==> config.mk <==
export PLATFORM = sky130hd
export DESIGN_NAME = i2c_target_bit_fsm
export DESIGN_NICKNAME = d
export VERILOG_FILES = /design/src/hw/rtl/i2ctb_pkg.sv /design/src/hw/rtl/i2ctb_step.sv /design/src/hw/rtl/i2ctb_out_reg.sv /design/src/hw/rtl/i2c_target_bit_fsm.sv
export SDC_FILE = /design/constraint.sdc
export NUM_CORES = 1
export LEC_CHECK = 0
export BUFFER_PORTS_ARGS = -buffer_cell sky130_fd_sc_hd__buf_2
export CORE_ASPECT_RATIO = 1.4
export CORE_MARGIN = 4
export CORE_UTILIZATION = 55
export CTS_CLUSTER_DIAMETER = 60
export CTS_CLUSTER_SIZE = 24
export DETAILED_ROUTE_END_ITERATION = 12
export GPL_TIMING_DRIVEN = 0
export PLACE_DENSITY = 0.76
export SKIP_CTS_REPAIR_TIMING = 1
export SYNTH_ARGS = -nofsm -noshare
export SYNTH_HDL_FRONTEND = slang
export SYNTH_SLANG_ARGS = --single-unit
==> constraint.sdc <==
create_clock -name clock -period 6.7 [get_ports clock]
set_input_delay 1.34 -clock clock [delete_from_list [all_inputs] [get_ports clock]]
set_output_delay 1.34 -clock clock [all_outputs]
set_load 0.1 [all_outputs]
==> src/hw/rtl/i2ctb_pkg.sv <==
// Shared types and codes for the I2C target bit state machine.
// No dependencies; imported by every module of the block.
package i2ctb_pkg;

   localparam int PhaseW = 4;
   localparam int CountW = 4;

   localparam logic [PhaseW-1:0] PH_IDLE      = 4'd0;
   localparam logic [PhaseW-1:0] PH_ADDR      = 4'd1;
   localparam logic [PhaseW-1:0] PH_ADDR_ACK  = 4'd2;
   localparam logic [PhaseW-1:0] PH_RD_FETCH  = 4'd3;
   localparam logic [PhaseW-1:0] PH_RD_BIT    = 4'd4;
   localparam logic [PhaseW-1:0] PH_RD_ACK    = 4'd5;
   localparam logic [PhaseW-1:0] PH_WR_SETUP  = 4'd6;
   localparam logic [PhaseW-1:0] PH_WR_BIT    = 4'd7;
   localparam logic [PhaseW-1:0] PH_WR_ACK    = 4'd8;
   localparam logic [PhaseW-1:0] PH_WAIT_STOP = 4'd9;

   localparam logic [1:0] NOTE_NONE  = 2'd0;
   localparam logic [1:0] NOTE_STOP  = 2'd1;
   localparam logic [1:0] NOTE_READ  = 2'd2;
   localparam logic [1:0] NOTE_WRITE = 2'd3;

   localparam logic [1:0] CSR_MATCH_A_VALUE = 2'd0;
   localparam logic [1:0] CSR_MATCH_A_MASK  = 2'd1;
   localparam logic [1:0] CSR_MATCH_B_VALUE = 2'd2;
   localparam logic [1:0] CSR_MATCH_B_MASK  = 2'd3;

   localparam logic [CountW-1:0] BITS_PER_BYTE = 4'd8;

   typedef struct packed {
      logic [PhaseW-1:0] phase;
      logic [7:0]        addr_shift;
      logic [CountW-1:0] bit_count;
      logic [7:0]        data_shift;
      logic              last_byte_flag;
      logic              clock_wants_rise;
      logic              data_events_on;
      logic              data_rise_armed;
      logic              pull_low;
   } state_type;

   typedef struct packed {
      logic [7:0] a_value;
      logic [7:0] a_mask;
      logic [7:0] b_value;
      logic [7:0] b_mask;
   } match_cfg_type;

   typedef struct packed {
      logic       sda_pull_low;
      logic [1:0] notice;
      logic [7:0] target_addr;
      logic [7:0] written_byte;
   } result_type;

   localparam state_type STATE_RESET = '{
      phase:            PH_IDLE,
      addr_shift:       8'h00,
      bit_count:        '0,
      data_shift:       8'h00,
      last_byte_flag:   1'b0,
      clock_wants_rise: 1'b0,
      data_events_on:   1'b1,
      data_rise_armed:  1'b0,
      pull_low:         1'b0
   };

   localparam match_cfg_type MATCH_CFG_RESET = '{
      a_value: 8'ha0,
      a_mask:  8'hf8,
      b_value: 8'h82,
      b_mask:  8'hfe
   };

endpackage

==> src/hw/rtl/i2ctb_step.sv <==
// Next-state and result logic for one pin-edge event.
// Depends on i2ctb_pkg for state, configuration and result types.
module i2ctb_step
   import i2ctb_pkg::*;
(
   input  state_type     cur,
   input  match_cfg_type cfg,
   input  logic          event_pin,
   input  logic          sda_level,
   input  logic          scl_level,
   input  logic [7:0]    read_byte,
   input  logic          read_is_last,
   output state_type     nxt,
   output result_type    res
);

   logic [7:0]        addr_or;
   logic [7:0]        data_or;
   logic [CountW-1:0] count_inc;
   logic              addr_hit;
   logic [1:0]        note;
   logic [7:0]        wbyte;

   assign addr_or   = cur.addr_shift | {7'd0, sda_level};
   assign data_or   = cur.data_shift | {7'd0, sda_level};
   assign count_inc = cur.bit_count + CountW'(1);
   assign addr_hit  = ((addr_or & cfg.a_mask) == cfg.a_value) ||
                      ((addr_or & cfg.b_mask) == cfg.b_value);

   always_comb begin
      nxt   = cur;
      note  = NOTE_NONE;
      wbyte = 8'h00;
      if (event_pin) begin
         if (cur.data_events_on && (!sda_level || cur.data_rise_armed)) begin
            if (sda_level && scl_level) begin
               nxt.phase           = PH_IDLE;
               nxt.data_rise_armed = 1'b0;
               note                = NOTE_STOP;
            end else if (!sda_level && scl_level &&
                         (cur.phase == PH_IDLE || cur.phase == PH_WR_BIT)) begin
               nxt.clock_wants_rise = 1'b1;
               nxt.data_rise_armed  = 1'b1;
               nxt.bit_count        = '0;
               nxt.addr_shift       = 8'h00;
               nxt.phase            = PH_ADDR;
            end
         end
      end else if (scl_level == cur.clock_wants_rise) begin
         unique case (cur.phase)
            PH_ADDR: begin
               nxt.bit_count = count_inc;
               if (count_inc == BITS_PER_BYTE) begin
                  nxt.addr_shift = addr_or;
                  if (addr_hit) begin
                     nxt.phase            = PH_ADDR_ACK;
                     nxt.clock_wants_rise = 1'b0;
                  end else begin
                     nxt.phase = PH_WAIT_STOP;
                  end
               end else begin
                  nxt.addr_shift = {addr_or[6:0], 1'b0};
               end
            end
            PH_ADDR_ACK: begin
               nxt.pull_low = 1'b1;
               nxt.phase    = cur.addr_shift[0] ? PH_RD_FETCH : PH_WR_SETUP;
            end
            PH_RD_FETCH: begin
               // load the byte and drive its first bit at once
               nxt.last_byte_flag = read_is_last;
               nxt.data_events_on = 1'b0;
               nxt.pull_low       = !read_byte[7];
               nxt.bit_count      = CountW'(1);
               nxt.data_shift     = {read_byte[6:0], 1'b0};
               nxt.phase          = PH_RD_BIT;
               note               = NOTE_READ;
            end
            PH_RD_BIT: begin
               nxt.pull_low   = !cur.data_shift[7];
               nxt.bit_count  = count_inc;
               nxt.data_shift = {cur.data_shift[6:0], 1'b0};
               if (count_inc == BITS_PER_BYTE) begin
                  nxt.phase = PH_RD_ACK;
               end
            end
            PH_RD_ACK: begin
               nxt.pull_low = 1'b0;
               if (cur.last_byte_flag) begin
                  nxt.data_events_on = 1'b1;
                  nxt.phase          = PH_WAIT_STOP;
               end else begin
                  nxt.phase = PH_RD_FETCH;
               end
            end
            PH_WR_SETUP: begin
               nxt.pull_low         = 1'b0;
               nxt.clock_wants_rise = 1'b1;
               nxt.phase            = PH_WR_BIT;
               nxt.bit_count        = '0;
               nxt.data_shift       = 8'h00;
            end
            PH_WR_BIT: begin
               nxt.bit_count = count_inc;
               if (count_inc == BITS_PER_BYTE) begin
                  nxt.data_shift       = data_or;
                  nxt.phase            = PH_WR_ACK;
                  nxt.clock_wants_rise = 1'b0;
               end else begin
                  nxt.data_shift = {data_or[6:0], 1'b0};
               end
            end
            PH_WR_ACK: begin
               nxt.pull_low = 1'b1;
               nxt.phase    = PH_WR_SETUP;
               note         = NOTE_WRITE;
               wbyte        = cur.data_shift;
            end
            default: begin
               // idle, waiting for stop and unused codes: hold
            end
         endcase
      end
   end

   assign res.sda_pull_low = nxt.pull_low;
   assign res.notice       = note;
   assign res.target_addr  = nxt.addr_shift;
   assign res.written_byte = wbyte;

endmodule

==> src/hw/rtl/i2ctb_out_reg.sv <==
// Result register of the response channel with valid/ready handshake.
// Depends on i2ctb_pkg for the result type.
module i2ctb_out_reg
   import i2ctb_pkg::*;
(
   input  logic       clock,
   input  logic       reset,
   input  logic       load,
   input  result_type load_data,
   input  logic       rsp_ready,
   output logic       rsp_valid,
   output logic       can_load,
   output result_type rsp_data
);

   logic       valid_ff;
   logic       valid_in;
   result_type data_ff;

   // accept a new beat when empty or when the held one leaves this cycle
   assign can_load = !valid_ff || rsp_ready;

   always_comb begin
      valid_in = valid_ff;
      if (load) begin
         valid_in = 1'b1;
      end else if (rsp_ready) begin
         valid_in = 1'b0;
      end
   end

   always_ff @(posedge clock) begin
      if (reset) begin
         valid_ff <= 1'b0;
      end else begin
         valid_ff <= valid_in;
      end
   end

   always_ff @(posedge clock) begin
      if (load) begin
         data_ff <= load_data;
      end
   end

   assign rsp_valid = valid_ff;
   assign rsp_data  = data_ff;

endmodule

==> src/hw/rtl/i2c_target_bit_fsm.sv <==
// Top level of the I2C target bit state machine: state, match registers
// and the result register. Depends on i2ctb_pkg, i2ctb_step, i2ctb_out_reg.
//
// Usage: each req_ beat is one edge on the clock or data line (req_event_pin
// 0 or 1) with the sampled levels, plus the byte to send should a read byte
// be fetched. Every request beat yields exactly one rsp_ beat carrying the
// data-line driver state, a notice code, the address byte so far and the
// byte just written by the controller.
// The response is registered and appears in the cycle after the request is taken.
// Throughput: one event per cycle when not stalled; the state update is a single pass of
// logic from the state registers into themselves and the result register.
// Stall: while rsp_valid is high and rsp_ready low, req_ready drops and the
// held response stays unchanged; req_ready rises again in the cycle the
// response is taken.
// Reset: synchronous, active high; the machine returns to idle with the
// driver released and the match registers at their default values.
// csr_ writes take effect in the following cycle; write only when idle.
module i2c_target_bit_fsm
   import i2ctb_pkg::*;
(
   input  logic       clock,
   input  logic       reset,
   input  logic       req_valid,
   output logic       req_ready,
   input  logic       req_event_pin,
   input  logic       req_sda_level,
   input  logic       req_scl_level,
   input  logic [7:0] req_read_byte,
   input  logic       req_read_is_last,
   output logic       rsp_valid,
   input  logic       rsp_ready,
   output logic       rsp_sda_pull_low,
   output logic [1:0] rsp_notice,
   output logic [7:0] rsp_target_addr,
   output logic [7:0] rsp_written_byte,
   input  logic       csr_we,
   input  logic [1:0] csr_index,
   input  logic [7:0] csr_wdata
);

   state_type     state_ff;
   state_type     state_in;
   match_cfg_type cfg_ff;
   match_cfg_type cfg_in;
   result_type    step_res;
   result_type    rsp_data;
   logic          req_beat;

   assign req_beat = req_valid && req_ready;

   i2ctb_step u_step (
      .cur          (state_ff),
      .cfg          (cfg_ff),
      .event_pin    (req_event_pin),
      .sda_level    (req_sda_level),
      .scl_level    (req_scl_level),
      .read_byte    (req_read_byte),
      .read_is_last (req_read_is_last),
      .nxt          (state_in),
      .res          (step_res)
   );

   always_ff @(posedge clock) begin
      if (reset) begin
         state_ff <= STATE_RESET;
      end else if (req_beat) begin
         state_ff <= state_in;
      end
   end

   always_comb begin
      cfg_in = cfg_ff;
      if (csr_we) begin
         unique case (csr_index)
            CSR_MATCH_A_VALUE: cfg_in.a_value = csr_wdata;
            CSR_MATCH_A_MASK:  cfg_in.a_mask  = csr_wdata;
            CSR_MATCH_B_VALUE: cfg_in.b_value = csr_wdata;
            CSR_MATCH_B_MASK:  cfg_in.b_mask  = csr_wdata;
            default: cfg_in = cfg_ff;
         endcase
      end
   end

   always_ff @(posedge clock) begin
      if (reset) begin
         cfg_ff <= MATCH_CFG_RESET;
      end else begin
         cfg_ff <= cfg_in;
      end
   end

   i2ctb_out_reg u_out_reg (
      .clock     (clock),
      .reset     (reset),
      .load      (req_beat),
      .load_data (step_res),
      .rsp_ready (rsp_ready),
      .rsp_valid (rsp_valid),
      .can_load  (req_ready),
      .rsp_data  (rsp_data)
   );

   assign rsp_sda_pull_low = rsp_data.sda_pull_low;
   assign rsp_notice       = rsp_data.notice;
   assign rsp_target_addr  = rsp_data.target_addr;
   assign rsp_written_byte = rsp_data.written_byte;

endmodule
==> results of run 1 <==
-- worst max-delay path by stage --
stage                     slack [ps]            to     startpoint  cells after the start
final                           3330     req_ready      rsp_ready                      3
after global routing            3270     req_ready      rsp_ready                      3
after CTS                       3340     req_ready      rsp_ready                      3
after detailed placement        3140  state_ff[12]  req_scl_level                      7
after global placement          3180  state_ff[10]  req_scl_level                      7
after floorplan                 2990  state_ff[14]      rsp_ready                      6
-- critical path, delay by kind of cell --
kind / cells / cell delay [ps]
AND/OR/NAND/NOR: 1 / 160
buffers and inverters: 2 / 520
-- layer usage --
metal	up-vias	wire length, um	track usage, %
met4	0	508	15.8
met2	145	5120	44.1
met3	38	703	5.67
met1	1664	3900	27.7
li1	1761	-	-
met5	-	0	0
-- flip-flops by register name, summed over array words and instances (netlist names) --
register and flops:
cfg_ff 32, state_ff 29, u_out_reg.rsp_data 19, u_out_reg.rsp_valid 1
-- layout by cell type (no fill, tap or decap), drive strengths merged, types with 3 or more instances in the layout --
cell,synthesis,final
nor4,3,3
edfxtp,19,19
o221ai,4,4
nor3,10,10
a21oi,37,37
nand2b,6,6
a31oi,4,4
nand3,25,25
clkbuf,17,27
a221o,4,4
mux2i,9,9
or3,3,3
a211oi,4,4
and3,8,8
dfxtp,62,62
o22ai,3,3
a22oi,7,7
o21ai,22,22
a211o,3,3
nor2,37,37
a22o,7,7
inv,9,13
nand2,94,94
buf,4,49
xnor2,12,12
nor2b,4,4
and2,12,12
-- kinds of logic (layout without fill, tap and decap cells) --
| group | count (synthesis) | in the layout |
|---|---|---|
| buffers and inverters | 31 | 92 |
| adder cells (fa/ha/maj) | 1 | 1 |
| AO/OA/AOI/OAI | 115 | 115 |
| AND/OR/NAND/NOR | 211 | 211 |
| multiplexers | 11 | 11 |
| flip-flops | 81 | 81 |
| XOR/XNOR | 13 | 13 |
-- layout make-up --
class	count	area, um2
clock inverter	6	67.6
timing repair buffer	45	225
buffer	21	87.6
clock buffer	10	149
sequential	81	1810
multi-input combinational	351	2010
tap	95	119
inverter	10	37.5
fill	613	2470
-- metrics by stage --
stage | cell area [um2] | total power, uW
2_1_floorplan | 3950 | 618
4_1_cts | 4510 | 1030
6_report | 4510 | 1030
3_3_place_gp | 4290 | 649
3_5_place_dp | 4290 | 651
5_1_grt | 4510 | 1070
-- power by group through the flow --
stage                     clock [uW]  sequential [uW]  combinational (uW)
after floorplan                    0              571                47.2
after global placement             0              531                 118
after detailed placement           0              532                 119
after CTS                        392              520                 120
after global routing             417              522                 128
final                            386              520                 120
==> results_dict.tcl, run 1 <==
set metrics [dict create \
    routed_wl_um 10200 \
    worstPathArrival_ps 2030 \
    p_leak_uw 0.00171 \
    min_from "cfg_ff[16]" \
    cts_made_buffers 9 \
    dieArea_um2 8620 \
    path_clk_slew_ps 80 \
    ys.flop_type "dfxtp_1" \
    r2r_end "state_ff[9]" \
    skew_ps 5.62 \
    wire_per_inst_um 16.5 \
    antenna_found_initial 0 \
    vdd_drop_max_uv 161 \
    cap_violations 0 \
    place.gp.congestion 0.972 \
    fin_setup_tns_ps 0 \
    crit_path_frequent_cell "buf_2" \
    required_ps 5360 \
    power.switching_uw 287 \
    insertion_delay_ps 370 \
    slew_headroom_pct 40.9 \
    async_reset_ff_share_pct 0 \
    netlist_instances 463 \
    yosysTopAreaCell "dfxtp_1" \
    syn_area_um2 3950 \
    synth_top_family_by_area "simple AND/OR/NAND/NOR gates" \
    cts.htree.levels 3 \
    track_usage_pct 25.4 \
    setup-violations-final 0 \
    critical_path.slowest_cell "buf_2" \
    path_max_fanout 4 \
    numClockSinks 81 \
    synth_seq_area_share_pct 45.9 \
    holdWs_ps 458 \
    cpPeakStageDelay_ps 450 \
    synthTopCellsByArea "dfxtp_1 31%, edfxtp_1 14%, nand2_1 8.9%, a21oi_1 4.6%, nor2_1 3.5%" \
    synth_commonest_cells "94 x nand2_1, 62 x dfxtp_1, 37 x nor2_1" \
    start_kind "primary input" \
    fin_crit_sh_pct 50.3 \
    synthMuxAreaShare_pct 2.85 \
    yosys.cell_count.top_type "nand2_1" \
    synth_compound_area_share_pct 20.0 \
    rsz0062_at_grt "false" \
    final_util_pct 64.6 \
    coreArea_um2 6980 \
    synth.net_count 491 \
    min_path_cells 2 \
    tightest_slew_ps 886 \
    viasPerCell 5.83 \
    drt-pass1-iter-count 5 \
    p_sw_share_pct 27.9 \
    finalCriticalPeriod_ps 3370 \
    port_buffers 45 \
    yosysUniqueCellTypes 63 \
    hold_path_end "cfg_ff[16]" \
    cts_buffer_depth 2 \
    drtIter0Drc 325 \
    outcome "finished clean" \
    dr_total_vias 3608 \
    area_growth_pct 14.2 \
    slew_violations 0 \
    crit_chain "buf_2 > nand2b_1 > buf_2" \
    synth_fa_ha_area_share_pct 0.317 \
    fin_nets 547 \
    pre_cts_ws_ps 3140 \
    synth_edf_count 19 \
    overflow 0 \
    yosys.area.top_type_share_pct 31.4 \
    rrSetupSlack_ps 4200 \
    synth_seq_cells 81 \
    pwr-share-comb_pct 11.7 \
    yosysWarnings 0 \
    rr_startpoint "state_ff[3]" \
    hold_viol_final 0 \
    r2r_cells 6 \
    ant_nets 0 \
    hold_path.class "flip-flop to flip-flop" \
    yosys.area_share.simple_pct 24.9 \
    first_global_vias 3461 \
    num_antenna_cells 0 \
    seqPwrFrac_pct 50.7 \
    crit_type "primary input to output pin" \
    grt_pass1_wl_um 16700 \
    rows 36 \
    end_kind "output pin" \
    ios 48 \
    synthXorXnorAreaFrac_pct 2.88 \
    root_buffer "clkbuf_8" \
    p_per_area_nw_per_um2 228 \
    cts_tree "done" \
    post_synth.cell_area_avg_um2 8.53 \
    finalNonFillerCells 619 \
    dp_hpwl_um 7500 \
    max_clock_freq_mhz 297 \
    p_int_uw 740 \
    drc 0 \
    layout_setup_ws_ps 3330 \
    drive_above_1_share_pct 14.5 \
    grt_max_degree 25 \
    p_clk_share_pct 37.6 \
    fp.dieW_um 79.6 \
    die-height_um 108 \
    place_inst 603 \
    initial_utilization_pct 56.6 \
]
No activity file was read; power rests on OpenSTA's default activity.
==> run 2, diff against run 1 <==
- ABC_AREA: not set -> 1
- clock period: 6.7 -> 3.2 ns (I/O delays scaled with it)
==> results_dict.tcl, run 2 <==
set metrics [dict create \
    required_ps 3490 \
    start_kind "primary input" \
    syn_area_um2 3950 \
    num_antenna_cells 0 \
    setup-violations-final 0 \
    fp.dieW_um 79.6 \
    grt_max_degree 28 \
    drive_above_1_share_pct 15.2 \
    antenna_found_initial 0 \
    overflow 0 \
    yosysWarnings 0 \
    skew_ps 8.12 \
    grtUsageMet3_pct 3.92 \
    p_per_area_nw_per_um2 479 \
    crit_type "primary input to flip-flop" \
    critPathBufInv 4 \
    post_synth.cell_area_avg_um2 7.27 \
    port_buffers 46 \
    place_area_um2 4300 \
    wire_per_inst_um 13.4 \
    cts_buffer_depth 2 \
    first_global_vias 3552 \
    yosys.area.top_type_share_pct 31.4 \
    cpPeakStageDelay_ps 860 \
    cts_tree "done" \
    ys.flop_type "dfxtp_1" \
    synth_seq_cells 81 \
    end_kind "flip-flop" \
    rows 36 \
    die-height_um 108 \
    cap_violations 0 \
    area_growth_pct 13.1 \
    hold_path.class "flip-flop to flip-flop" \
    coreArea_um2 6980 \
    ios 48 \
    max_clock_freq_mhz 386 \
    place.gp.congestion 0.988 \
    insertion_delay_ps 360 \
    dr_total_vias 3757 \
    critical_path.slowest_cell "clkinv_1" \
    crit_chain "buf_2 > inv_1 > nand2_2 > nand2_1 > clkinv_1 > nand4_2 > nand2_1 > o21ai_1 > inv_1 > nor2_1" \
    root_buffer "clkbuf_8" \
    p_leak_uw 0.00204 \
    fin_crit_sh_pct 80.9 \
    rr_startpoint "u_out_reg.rsp_valid" \
    slew_violations 0 \
    drt-pass1-iter-count 5 \
    synth_edf_count 19 \
    drtIter0Drc 259 \
    yosys.cell_count.top_type "nand2_1" \
    grt_util_met1_pct 25.2 \
    async_reset_ff_share_pct 0 \
    yosysUniqueCellTypes 38 \
    path_clk_slew_ps 80 \
    grt_pass1_wl_um 15700 \
    path_max_fanout 27 \
    met2_usage_pct 43.8 \
    vdd_drop_max_uv 305 \
    fin_nets 628 \
    largest_reg_flops 32 \
    cp-startpoint "rsp_ready" \
    yosysTopAreaCell "dfxtp_1" \
    final_cell_area_um2 4460 \
    busiest_layer "met2" \
    cts.htree.levels 3 \
    tightest_slew_ps 1140 \
    finalCriticalPeriod_ps 2590 \
    final_cell_mix "128 x nand2_1, 71 x inv_1, 61 x dfxtp_1" \
    numClockSinks 81 \
    rsz0062_at_grt "false" \
    routed_wl_um 9410 \
    fill_cells 634 \
    layout_commonest_cell "nand2_1" \
    pre_cts_ws_ps 253 \
    crit_family "buffers and inverters" \
    netlist_instances 543 \
    largest_register "cfg_ff" \
    fin_setup_tns_ps 0 \
    outcome "finished clean" \
    layout_setup_ws_ps 612 \
    synth.net_count 571 \
    track_usage_pct 23.4 \
    cts_made_buffers 9 \
    ant_nets 0 \
    dp_hpwl_um 7100 \
    min_from "cfg_ff[22]" \
    drc 0 \
    viasPerCell 5.37 \
    initial_utilization_pct 56.6 \
    synthTopCellsByArea "dfxtp_1 31%, edfxtp_1 14%, nand2_1 12%, inv_1 6.7%, nand3_1 6.1%" \
    dieArea_um2 8620 \
    synth_seq_area_share_pct 45.9 \
    synth_commonest_cells "129 x nand2_1, 71 x inv_1, 62 x dfxtp_1" \
    worstPathArrival_ps 2880 \
    hold_viol_final 0 \
    slew_headroom_pct 23.2 \
]
-- run 2: changes by cell type after synthesis, sizes merged, moves of 7 or more --
| cell | change |
|---|---|
| inv | +66 |
| mux2i | -8 |
| a22o | -7 |
| a22oi | -7 |
| xnor2 | -11 |
| and2 | -12 |
| nand2 | +45 |
| nand3 | +24 |
| clkbuf | -9 |
| nor2 | +25 |
| o21ai | +26 |
| and3 | -8 |
-- run 2: cell type report --
class	count	area (um2)	area share [%]
sequential	81	1810	40.6
multi-input combinational	375	1810	40.6
inverter	78	294	6.59
timing repair buffer	46	230	5.16
clock buffer	11	131	2.94
tap	95	119	2.66
buffer	9	35.0	0.785
clock inverter	5	31.3	0.701
-- run 2: path summary, 6_finish.rpt --
kind,end,slack [ps],depth (start not counted)
hold reg to reg,cfg_ff[22],460,2
hold / removal,cfg_ff[22],460,2
setup reg to reg,state_ff[14],710,8
setup / recovery,state_ff[14],610,10
-- run 2: power by group --
group          internal [uW]  switching (uW)  leakage [uW]  total, uW
clock                    281             370     0.0000851        651
sequential              1100            29.0      0.000699       1130
combinational           84.6             279       0.00125        363
-- run 2: per-layer routing --
layer	routed length (um)	vias up
li1	-	1888
met1	3770	1725
met2	4960	120
met3	453	24
met4	225	0
met5	0	-
-- run 2: worst reg2reg max path, delay by kind of cell, from the launching register on --
kind	cells	cell delay [ps]
simple gates	5	1080
flops	1	340
buf+inv	2	910
compound gates	1	90
-- run 2: logic make-up (layout without fill, tap and decap cells) --
family / count (synthesis) / count (layout) / share of synthesized area (%)
simple gates: 261 / 261 / 29.3
compound gates: 108 / 108 / 15.0
buf+inv: 87 / 149 / 8.33
flops: 81 / 81 / 45.9
xor+xnor: 4 / 4 / 0.887
fa+ha+maj: 1 / 1 / 0.317
mux: 1 / 1 / 0.253
-- run 2: metrics by stage --
step | cells | hold WS, ps | utilization (%) | total power, uW
2_1_floorplan | 543 | 429 | - | 1420
3_3_place_gp | 684 | 438 | 61.6 | 1500
3_5_place_dp | 684 | 444 | 61.6 | 1510
4_1_cts | 700 | 464 | 63.9 | 2150
5_1_grt | 700 | 489 | 63.9 | 2240
6_report | 700 | 459 | 63.9 | 2140
==> run 3, diff against run 2 <==
- CORE_UTILIZATION: 55 -> 52
- PLACE_DENSITY: 0.76 -> 0.75
- clock period: 3.2 -> 2.1 ns (I/O delays scaled with it)
==> results_dict.tcl, run 3 (synthesized netlist as in run 2, its figures left out) <==
set metrics [dict create \
    dr_total_vias 3696 \
    max_clock_freq_mhz 552 \
    initial_utilization_pct 53.6 \
    outcome "finished clean" \
    cts_buffer_depth 2 \
    hold_viol_final 0 \
    path_clk_slew_ps 90 \
    grt_max_degree 28 \
    rrSetupSlack_ps 290 \
    overflow 0 \
    fill_cells 692 \
    min_path_cells 3 \
    finalPower_uw 3290 \
    p_leak_uw 0.00205 \
    fin_crit_sh_pct 86.3 \
    insertion_delay_ps 360 \
    routed_wl_um 9440 \
    p_int_uw 2230 \
    r2r_cells 9 \
    num_antenna_cells 0 \
    place_area_um2 4310 \
    pwr-share-comb_pct 16.8 \
    path_max_fanout 27 \
    hold_path_end "cfg_ff[21]" \
    coreArea_um2 7360 \
    cts.htree.levels 3 \
    power.switching_uw 1060 \
    ant_nets 0 \
    required_ps 2390 \
    slew_headroom_pct 34.0 \
    vdd_drop_max_uv 607 \
    ios 48 \
    crit_type "flip-flop to flip-flop" \
    cts_tree "done" \
    dieArea_um2 9070 \
    skew_ps 11.2 \
    fp.dieW_um 81.7 \
    wire_per_inst_um 13.4 \
    viasPerCell 5.26 \
    worstPathArrival_ps 2100 \
    place.gp.congestion 0.953 \
    area_growth_pct 13.5 \
    start_kind "flip-flop" \
    rsz0062_at_grt "false" \
    final_cell_area_um2 4480 \
    first_global_vias 3646 \
    rr_startpoint "u_out_reg.rsp_valid" \
    rows 37 \
    layout_commonest_cell "nand2_1" \
    die-height_um 111 \
    setup-violations-final 0 \
    grt_pass1_wl_um 16100 \
    drive_above_1_share_pct 15.7 \
    tightest_slew_ps 982 \
    drc 0 \
    root_buffer "clkbuf_8" \
    min_from "csr_wdata[5]" \
    p_clk_share_pct 31.0 \
    largest_reg_flops 32 \
    port_buffers 46 \
    p_per_area_nw_per_um2 733 \
    numClockSinks 81 \
    fin_nets 628 \
    p_sw_share_pct 32.2 \
    finalCriticalPeriod_ps 1810 \
    final_cell_mix "128 x nand2_1, 71 x inv_1, 61 x dfxtp_1" \
    largest_register "cfg_ff" \
    seqPwrFrac_pct 52.2 \
    slew_violations 0 \
    drt-pass1-iter-count 5 \
    antenna_found_initial 0 \
    r2r_end "state_ff[25]" \
    dp_hpwl_um 7220 \
    cap_violations 0 \
    track_usage_pct 22.7 \
    end_kind "flip-flop" \
    hold_path.class "primary input to flip-flop" \
    cts_made_buffers 9 \
    drtIter0Drc 259 \
]
-- run 3: worst max path at each step --
stage	startpoint	end	slack [ps]	cells past startpoint
global placement	rsp_ready	state_ff[1]	-120	11
floorplan	u_out_reg.rsp_valid	state_ff[1]	50	9
detailed placement	rsp_ready	state_ff[1]	-180	11
CTS	u_out_reg.rsp_valid	state_ff[1]	80	9
global route	u_out_reg.rsp_valid	state_ff[27]	120	9
finish	u_out_reg.rsp_valid	state_ff[25]	290	9
-- run 3: area by class of cell --
type / count / area [um2] / share of cell area [%]
Clock inverter: 7 / 43.8 / 0.977
Tap cell: 97 / 121 / 2.71
Multi-Input combinational cell: 375 / 1820 / 40.5
Buffer: 9 / 35.0 / 0.782
Clock buffer: 9 / 124 / 2.76
Sequential cell: 81 / 1820 / 40.5
Inverter: 78 / 297 / 6.62
Timing Repair Buffer: 46 / 230 / 5.14
-- run 3: critical path, cell delays in order, from the launching register on --
cell,delay (ps)
dfxtp_4,360
nand2_4,60
nand2_1,280
inv_4,400
nand2_2,120
nor2_4,150
nand2_4,90
nor2_4,100
nand2_1,60
a21oi_1,110
-- run 3: stage by stage --
stage | cells | hold slack [ps] | worst slack (ps) | setup TNS (ps) | utilization, %
3_5_place_dp | 686 | 451 | -177 | -996 | 58.6
4_1_cts | 702 | 300 | 82.0 | 0 | 60.9
5_1_grt | 702 | 333 | 119 | 0 | 60.9
3_3_place_gp | 686 | 438 | -119 | -611 | 58.6
6_report | 702 | 307 | 288 | 0 | 60.9
2_1_floorplan | 543 | 429 | 54.4 | 0 | -
-- run 3: routing by layer --
| layer | global-route usage, % | part of all wire (%) | wire [um] | up-vias |
|---|---|---|---|---|
| li1 | - | - | - | 1885 |
| met1 | 25.1 | 39 | 3640 | 1655 |
| met3 | 3.33 | 6.3 | 598 | 32 |
| met5 | 0 | 0 | 0 | - |
| met4 | 13.9 | 4.3 | 410 | 0 |
| met2 | 39.5 | 51 | 4790 | 124 |
-- run 3: power groups by stage --
stage          Combinational [uW]  Sequential [uW]  Clock (uW)
2_1_floorplan                 250             1920           0
3_3_place_gp                  542             1750           0
3_5_place_dp                  551             1750           0
4_1_cts                       553             1720        1030
5_1_grt                       606             1730        1110
6_report                      553             1720        1020
